<file path="src/rtl/dsh_pkg.sv">
// ----------------------------------------------------------------------------
// dsh_pkg
// Shared types and constants of the diamond-square heightmap unit.
// ----------------------------------------------------------------------------
package dsh_pkg;

    localparam int SAMPLE_W      = 16;
    localparam int HEIGHT_W      = 24;
    localparam int POS_W         = 11;
    localparam int ROUGH_W       = 16;
    localparam int ORDER_W       = 4;
    localparam int CFG_IDX_W     = 1;
    localparam int CFG_DATA_W    = 16;
    localparam int MAX_ORDER_DEF = 5;
    localparam int QUEUE_DEPTH   = 2;

    localparam int HEIGHT_MAX = 8388607;
    localparam int HEIGHT_MIN = -8388608;

    // sum of neighbours: four signed 24-bit heights
    localparam int SUM_W = HEIGHT_W + 2;

    // divide by three: q = (m * RECIP3) >> RECIP3_SHIFT, exact for m < 2^25
    localparam int               RECIP3_W     = 26;
    localparam int               RECIP3_SHIFT = 27;
    localparam logic [RECIP3_W-1:0] RECIP3    = 26'd44739243;

    // Q1.15 sample times amplitude, back to Q16.8
    localparam int OFFS_SHIFT = 15;

    localparam logic [ROUGH_W-1:0] ROUGH_RESET = 16'd256;
    localparam logic [ORDER_W-1:0] ORDER_RESET = 4'd5;

    // configuration register indexes
    localparam logic [CFG_IDX_W-1:0] REG_ROUGHNESS  = 1'b0;
    localparam logic [CFG_IDX_W-1:0] REG_GRID_ORDER = 1'b1;

    typedef enum logic {
        CMD_DRAW,
        CMD_RESTART
    } cmd_t;

    typedef enum logic [2:0] {
        ST_CLEAR,
        ST_IDLE,
        ST_READ0,
        ST_READ1,
        ST_READ2,
        ST_MUL,
        ST_FINISH
    } back_state_t;

    typedef struct packed {
        logic                       kind;
        logic signed [SAMPLE_W-1:0] random_sample;
    } in_item_t;

    typedef struct packed {
        logic [POS_W-1:0]           x_pos;
        logic [POS_W-1:0]           y_pos;
        logic signed [HEIGHT_W-1:0] height;
        logic                       last_point;
    } out_item_t;

    typedef struct packed {
        cmd_t                       cmd;
        logic signed [SAMPLE_W-1:0] sample;
    } qentry_t;

    typedef struct packed {
        logic    valid;
        qentry_t entry;
    } qhead_t;

endpackage

</file>
<file path="src/rtl/dsh_front.sv">
// ----------------------------------------------------------------------------
// dsh_front
// Input side: accepts items, tags them as draw or restart commands and holds
// them in a short queue for the back end.
// ----------------------------------------------------------------------------
module dsh_front (
    input  logic              clk,
    input  logic              rst_n,
    input  logic              in_valid,
    output logic              in_ready,
    input  dsh_pkg::in_item_t in_data,
    output dsh_pkg::qhead_t   head,
    input  logic              pop
);
    import dsh_pkg::*;

    localparam int PTR_W = $clog2(QUEUE_DEPTH);
    localparam int CNT_W = $clog2(QUEUE_DEPTH + 1);

    qentry_t            queue_reg [QUEUE_DEPTH];
    logic [PTR_W-1:0]   wr_ptr_reg;
    logic [PTR_W-1:0]   wr_ptr_next;
    logic [PTR_W-1:0]   rd_ptr_reg;
    logic [PTR_W-1:0]   rd_ptr_next;
    logic [CNT_W-1:0]   count_reg;
    logic [CNT_W-1:0]   count_next;
    logic               push;
    qentry_t            entry_in;

    assign in_ready = (count_reg != CNT_W'(QUEUE_DEPTH));
    assign push     = in_valid && in_ready;

    always_comb
    begin
        entry_in.cmd    = in_data.kind ? CMD_RESTART : CMD_DRAW;
        entry_in.sample = in_data.random_sample;
    end

    assign head.valid = (count_reg != '0);
    assign head.entry = queue_reg[rd_ptr_reg];

    always_comb
    begin
        wr_ptr_next = wr_ptr_reg;
        rd_ptr_next = rd_ptr_reg;
        count_next  = count_reg;
        if (push)
        begin
            wr_ptr_next = (wr_ptr_reg == PTR_W'(QUEUE_DEPTH - 1)) ? '0 : wr_ptr_reg + 1'b1;
        end
        if (pop)
        begin
            rd_ptr_next = (rd_ptr_reg == PTR_W'(QUEUE_DEPTH - 1)) ? '0 : rd_ptr_reg + 1'b1;
        end
        if (push && !pop)
        begin
            count_next = count_reg + 1'b1;
        end
        else if (pop && !push)
        begin
            count_next = count_reg - 1'b1;
        end
    end

    always_ff @(posedge clk or negedge rst_n)
    begin
        if (!rst_n)
        begin
            wr_ptr_reg <= '0;
            rd_ptr_reg <= '0;
            count_reg  <= '0;
        end
        else
        begin
            wr_ptr_reg <= wr_ptr_next;
            rd_ptr_reg <= rd_ptr_next;
            count_reg  <= count_next;
        end
    end

    always_ff @(posedge clk)
    begin
        if (push)
        begin
            queue_reg[wr_ptr_reg] <= entry_in;
        end
    end

`ifndef ASSERT_OFF
    a_no_pop_empty: assert property (@(posedge clk) disable iff (!rst_n)
        pop |-> count_reg != '0)
        else $error("queue popped while empty");

    a_count_bound: assert property (@(posedge clk) disable iff (!rst_n)
        count_reg <= CNT_W'(QUEUE_DEPTH))
        else $error("queue count beyond depth");

    a_count_up: assert property (@(posedge clk) disable iff (!rst_n)
        (push && !pop) |=> count_reg == $past(count_reg) + 1'b1)
        else $error("queue count missed a push");

    a_count_down: assert property (@(posedge clk) disable iff (!rst_n)
        (pop && !push) |=> count_reg == $past(count_reg) - 1'b1)
        else $error("queue count missed a pop");
`endif

endmodule

</file>
<file path="config.mk">
export PLATFORM = sky130hd
export DESIGN_NAME = dsh_front
export DESIGN_NICKNAME = d
export VERILOG_FILES = /design/src/rtl/dsh_pkg.sv /design/src/rtl/dsh_front.sv
export SDC_FILE = /design/constraint.sdc
export NUM_CORES = 1
export LEC_CHECK = 0
export BUFFER_PORTS_ARGS = -buffer_cell sky130_fd_sc_hd__buf_2
export CORE_ASPECT_RATIO = 2
export CORE_MARGIN = 3
export CORE_UTILIZATION = 50
export CTS_CLUSTER_SIZE = 10
export DETAILED_ROUTE_END_ITERATION = 8
export GPL_ROUTABILITY_DRIVEN = 1
export PLACE_DENSITY = 0.77
export SYNTH_ARGS = -nofsm -noshare
export SYNTH_HDL_FRONTEND = slang
export SYNTH_SLANG_ARGS = --single-unit
</file>
<file path="constraint.sdc">
create_clock -name clk -period 2 [get_ports clk]
set_clock_uncertainty 0.1 [all_clocks]
set_input_delay 0.1 -clock clk [delete_from_list [all_inputs] [get_ports clk]]
set_output_delay 0.1 -clock clk [all_outputs]
set_load 0.02 [all_outputs]
</file>
==> results.sh, run 1 <==
export IMPL_outcome="finished clean"
export IMPL_start_util_pct=53.1
export IMPL_synth_most_common_cell="edfxtp_1"
export IMPL_finalHoldViolCount=0
export IMPL_internal_power_mw=1.95
export IMPL_setup_viol=0
export IMPL_vias=825
export IMPL_synth_nets=93
export IMPL_yosys_warnings=0
export IMPL_clkPwrFrac_pct=21.4
export IMPL_endpoint_kind="flop"
export IMPL_grt_overflow_total=0
export IMPL_gp_congestion=0.670
export IMPL_cts_resized=0
export IMPL_drc=0
export IMPL_hold_class="in2async"
export IMPL_criticalPathCategory="reg2reg"
export IMPL_finalCriticalPeriod_ns=1.67
export IMPL_postLayoutCellArea_sq_um=2020
export IMPL_die_h_microns=82.7
export IMPL_largest_register_ffs=34
export IMPL_synth_edf_count=34
export IMPL_cts_buffers=5
export IMPL_switchingPower_mw=0.883
export IMPL_grt_usage_pct=15.9
export IMPL_rows=27
export IMPL_via_per_inst=4.85
export IMPL_mappedNetlistArea_sq_um=1470
export IMPL_worst_pin_slew_ns=0.162
export IMPL_synth_seq_cells=38
export IMPL_ant_nets=0
export IMPL_die_w_microns=44.4
export IMPL_p_comb_share_pct=37.3
export IMPL_yosysTopAreaCell="edfxtp_1"
export IMPL_clock_sinks=38
export IMPL_portBuffers=39
export IMPL_slew_headroom_pct=89.2
export IMPL_post_route_period_util_pct=83.5
export IMPL_fin_nets=162
export IMPL_r2r_slack_ns=0.33
export IMPL_antenna_cells=0
export IMPL_pin_count=40
export IMPL_worstPathRequired_ns=2.10
export IMPL_dpl_cell_area_sq_um=1720
export IMPL_cap_violations=0
export IMPL_ys_async_sr_fraction_pct=10.5
export IMPL_setup_slack_ns=0.329
export IMPL_first_pass_iters=4
export IMPL_total_power_mw=2.83
export IMPL_hpwl_microns=1750
export IMPL_synth_flop_cell="edfxtp_1"
export IMPL_ys_types=15
export IMPL_wl_per_cell_microns=14.4
export IMPL_crit_fanout=4
export IMPL_synthCells=71
export IMPL_grt_pass1_vias=862
export IMPL_p_seq_share_pct=41.2
export IMPL_swShare_pct=31.2
export IMPL_worstSetupStartpointType="flop"
export IMPL_areaGrowthSynthToFinish_pct=37.2
export IMPL_grt_pass1_wl_microns=3910
export IMPL_htreeDepth=2
export IMPL_core_sq_um=2770
export IMPL_seq_area_frac_synth_pct=76.2
export IMPL_drt_iter0_drc=15
export IMPL_die_area_sq_um=3670
export IMPL_antenna_found_initial=0
export IMPL_arrival_ns=1.77
export IMPL_root_buffer="clkbuf_8"
export IMPL_grt_max_degree=13
export IMPL_insertion_delay_ns=0.28
export IMPL_fmax_mhz=599
export IMPL_ir_drop_mv=1.09
export IMPL_netlist_top_cells_area="edfxtp_1, mux2_4, dfrtp_1, mux2_2, xor2_1"
export IMPL_synth_top_area_share_pct=69.4
export IMPL_yosys_top_cells_count="edfxtp_1, mux2_4, mux2_2"
export IMPL_rsz0062_at_grt="no"
export IMPL_clockBufferDepth=2
export IMPL_setup_tns_ns=0
export IMPL_final_layout_size_suffix_gt1_share_pct=51.1
export IMPL_p_leak_nw=0.843
export IMPL_avgSynthCellArea_sq_um=20.7
export IMPL_place_ws_ns=0.337
export IMPL_power_density_nw_per_um2=1400
export IMPL_clk_pin_slew_worst_paths_ns=0.06
export IMPL_final_max_slew_violation_count=0
export IMPL_cts_tree="built"
export IMPL_routed_wl_microns=2440
==> worst paths after layout <==
check                             startpoint            to  depth (start not counted)
worst max-delay path            count_reg[0]  count_reg[1]                          7
worst min-delay path                   rst_n  count_reg[0]                          2
worst max register to register  count_reg[0]  count_reg[1]                          7
worst min register to register  count_reg[1]  count_reg[1]                          1
max in group asynchronous              rst_n  count_reg[1]                          2
min in group clk                    in_valid    wr_ptr_reg                          3
==> cells in the final DEF, fill, tap and decap left out, types with 2 or more instances in the layout <==
cell and n:
mux2_2 8, xor2_1 3, dlygate4sd3_1 19, xnor2_1 2, buf_4 6, clkinv_2 2
inv_1 2, clkbuf_8 5, edfxtp_1 34, dfrtp_1 4, mux2_4 9, buf_2 39
==> power by group through the flow <==
stage          clock, mW  combinational [mW]  sequential [mW]
2_1_floorplan          0               0.778             1.16
3_3_place_gp           0                1.00             1.17
3_5_place_dp           0                1.04             1.19
4_1_cts            0.623                1.07             1.17
5_1_grt            0.659                1.14             1.19
6_report           0.606                1.06             1.17
==> area by class of cell <==
| class | instances | area (sq um) |
|---|---|---|
| Clock buffer | 5 | 68.8 |
| Clock inverter | 3 | 40.0 |
| Fill cell | 185 | 752 |
| Inverter | 2 | 7.51 |
| Multi-Input combinational cell | 29 | 314 |
| Sequential cell | 38 | 1120 |
| Tap cell | 29 | 36.3 |
| Timing Repair Buffer | 64 | 430 |
==> per-layer routing <==
| metal | track usage, % | part of all wire, % | up-vias |
|---|---|---|---|
| met5 | 0 | 0 | - |
| met4 | 9.97 | 2.9 | 0 |
| met3 | 4.99 | 5.2 | 7 |
| met2 | 27.5 | 58 | 26 |
| met1 | 15.8 | 34 | 389 |
| li1 | - | - | 403 |
==> per-stage QoR <==
| stage | util, % | hold slack, ns | std cells |
|---|---|---|---|
| floorplan | - | -0.296 | 71 |
| global placement | 62.1 | -0.195 | 143 |
| detailed placement | 62.1 | -0.188 | 143 |
| CTS | 72.9 | 0.0372 | 170 |
| global route | 72.9 | 0.0610 | 170 |
| finish | 72.9 | 0.0588 | 170 |
==> critical path: stages, from the launching register on <==
cell and delay [ns]:
dfrtp_1 0.42, nand2b_1 0.20, nand2_1 0.15, inv_1 0.06, ha_1 0.19, xor2_1 0.14, nor2_1 0.14, xor2_1 0.18
==> repair_timing <==
action	4_1_cts	5_1_grt
hold buffers	19	0
hold endpoints to repair	39	0
setup buffers	0	0
==> cells by family (layout without fill, tap and decap cells) <==
| kind of cell | Yosys count | in the layout | share of synthesized area, % |
|---|---|---|---|
| buffers and inverters | 4 | 74 | 2.64 |
| AND/OR/NAND/NOR | 6 | 6 | 2.04 |
| XOR/XNOR | 5 | 5 | 2.98 |
| adder cells (fa/ha/maj) | 1 | 1 | 0.850 |
| multiplexers | 17 | 17 | 15.3 |
| flip-flops | 38 | 38 | 76.2 |
Power figures use the tool's default switching activity.
==> run 2, diff against run 1 <==
Settings changed: ABC_AREA set to 1, CORE_UTILIZATION 50 to 51, PLACE_DENSITY 0.77 to 0.78.
Clock period 2 ns to 1.6 ns, I/O delays scaled along.
==> run 2 against run 1 <==
  * Count of clock-buffer cells in the layout up 1
  * Global-route usage grew 0.41 points
  * Sequential share of layout area fell by 0.85 points
  * Combinational power increased by 37%
  * Power up 23%
  * Critical path type is now reg2out
  * Critical endpoint is now head[9]
==> results.sh, run 2 <==
export IMPL_yosysTopAreaCell="edfxtp_1"
export IMPL_antenna_cells=0
export IMPL_cap_violations=0
export IMPL_total_power_mw=3.49
export IMPL_outcome="finished clean"
export IMPL_start_util_pct=53.7
export IMPL_ys_types=14
export IMPL_die_w_microns=44.2
export IMPL_grt_usage_pct=16.3
export IMPL_p_comb_share_pct=41.7
export IMPL_crit_fanout=17
export IMPL_fin_nets=170
export IMPL_antenna_found_initial=0
export IMPL_synth_edf_count=34
export IMPL_grt_pass1_vias=987
export IMPL_postLayoutCoreUtil_pct=74.0
export IMPL_synth_flop_cell="edfxtp_1"
export IMPL_largest_register_ffs=34
export IMPL_core_sq_um=2770
export IMPL_mappedNetlistArea_sq_um=1490
export IMPL_synth_adder_area_share_pct=0.841
export IMPL_r2r_end="count_reg[1]"
export IMPL_criticalPathCategory="reg2out"
export IMPL_finalCriticalPeriod_ns=1.55
export IMPL_clockBufferDepth=2
export IMPL_die_h_microns=82.4
export IMPL_yosys_warnings=0
export IMPL_insertion_delay_ns=0.28
export IMPL_switchingPower_mw=1.15
export IMPL_finalHoldViolCount=0
export IMPL_r2r_slack_ns=0.12
export IMPL_portBuffers=39
export IMPL_synthMuxAreaShare_pct=15.1
export IMPL_ir_drop_mv=1.18
export IMPL_final_cell_mix="buf_2, edfxtp_1, dlygate4sd3_1, mux2_4, mux2_2"
export IMPL_drc=0
export IMPL_synth_most_common_cell="edfxtp_1"
export IMPL_final_max_slew_violation_count=0
export IMPL_avgSynthCellArea_sq_um=18.8
export IMPL_cts_buffers=5
export IMPL_netlist_top_cells_area="edfxtp_1, mux2_4, dfrtp_1, mux2_2, inv_1"
export IMPL_layout_commonest_cell="buf_2"
export IMPL_routed_wl_microns=2590
export IMPL_r2r_cells=9
export IMPL_drt_iter0_drc=31
export IMPL_setup_tns_ns=0
export IMPL_synth_seq_cells=38
export IMPL_worst_pin_slew_ns=0.156
export IMPL_holdWs_ns=0.0212
export IMPL_worstSetupStartpointType="flop"
export IMPL_worstPathRequired_ns=1.42
export IMPL_hold_class="in2async"
export IMPL_die_area_sq_um=3640
export IMPL_grt_overflow_total=0
export IMPL_clk_pin_slew_worst_paths_ns=0.06
export IMPL_p_seq_share_pct=41.5
export IMPL_post_route_period_util_pct=96.9
export IMPL_power_density_nw_per_um2=1700
export IMPL_swShare_pct=32.9
export IMPL_rows=27
export IMPL_grt_max_degree=18
export IMPL_synth_top_area_share_pct=68.6
export IMPL_wl_per_cell_microns=14.5
export IMPL_endpoint_kind="primary output"
export IMPL_via_per_inst=4.98
export IMPL_fmax_mhz=645
export IMPL_grt_pass1_wl_microns=4080
export IMPL_internal_power_mw=2.34
export IMPL_areaGrowthSynthToFinish_pct=37.8
export IMPL_vias=886
export IMPL_htreeDepth=2
export IMPL_synth_compound_area_share_pct=0
export IMPL_slew_headroom_pct=89.6
export IMPL_clkPwrFrac_pct=16.8
export IMPL_synth_xor_area_share_pct=1.77
export IMPL_cts_tree="built"
export IMPL_final_layout_size_suffix_gt1_share_pct=49.0
export IMPL_first_pass_iters=3
export IMPL_synth_nets=101
export IMPL_setup_viol=0
export IMPL_hpwl_microns=1730
export IMPL_root_buffer="clkbuf_8"
export IMPL_timing_rr_start="count_reg[0]"
export IMPL_rsz0062_at_grt="no"
export IMPL_gp_congestion=0.638
export IMPL_clock_sinks=38
export IMPL_pin_count=40
export IMPL_ys_async_sr_fraction_pct=10.5
export IMPL_synthCells=79
export IMPL_p_leak_nw=0.860
export IMPL_synth_top_family_by_area="multiplexers"
export IMPL_seq_area_frac_synth_pct=75.4
export IMPL_arrival_ns=1.37
export IMPL_ant_nets=0
export IMPL_yosys_top_cells_count="edfxtp_1, mux2_4, mux2_2"
export IMPL_yosys_area_share_simple_pct=3.03
run 2: worst max path at each step:
stage	from	endpoint	slack, ns	depth (start not counted)
after global routing	rd_ptr_reg	head[3]	0.003	3
after floorplan	count_reg[0]	queue_reg[0][0]	-0.14	4
after global placement	count_reg[0]	count_reg[1]	0.13	9
after CTS	rd_ptr_reg	head[9]	0.02	3
final	rd_ptr_reg	head[9]	0.05	3
after detailed placement	count_reg[0]	count_reg[1]	-0.07	9
run 2: cell families after synthesis:
kind of cell	count (synthesis)
mux	17
xor+xnor	3
simple gates	11
fa+ha+maj	1
buf+inv	9
flops	38
run 2: metal layers:
metal	global-route usage (%)	share of wire, %
met1	14.2	32
met2	28.8	58
met3	5.42	5.5
met4	12.7	3.9
met5	0	0
run 2: worst max-delay path, stage by stage, from the launching register on:
cell and delay (ns):
dfrtp_1 0.40, buf_12 0.18, mux2_2 0.35, buf_2 0.16
run 2: power groups by stage:
stage | registers (mW) | clock network [mW] | logic [mW]
4_1_cts | 1.46 | 0.608 | 1.41
2_1_floorplan | 1.44 | 0 | 0.988
5_1_grt | 1.47 | 0.657 | 1.55
3_3_place_gp | 1.46 | 0 | 1.32
3_5_place_dp | 1.48 | 0 | 1.36
6_report | 1.45 | 0.587 | 1.45
run 2: what timing repair did:
action                                 4_1_cts  5_1_grt
buffers inserted                             1        2
gates resized for setup                      1        2
endpoints found under the hold margin       39        0
pin swaps                                    1        0
hold buffers                                19        0
setup endpoints to repair                    1       25
run 2: final cells by class:
type | instances | area [sq um]
Timing Repair Buffer | 64 | 468
Inverter | 7 | 26.3
Multi-Input combinational cell | 32 | 317
Tap cell | 29 | 36.3
Clock buffer | 6 | 72.6
Fill cell | 186 | 721
Sequential cell | 38 | 1120
Clock inverter | 2 | 8.76
run 2: through the flow:
stage	setup WS (ns)	area, sq um	std cells
CTS	0.0171	2030	176
global placement	0.134	1750	148
finish	0.0491	2050	178
detailed placement	-0.0696	1750	148
floorplan	-0.138	1490	79
global route	0.00348	2050	178
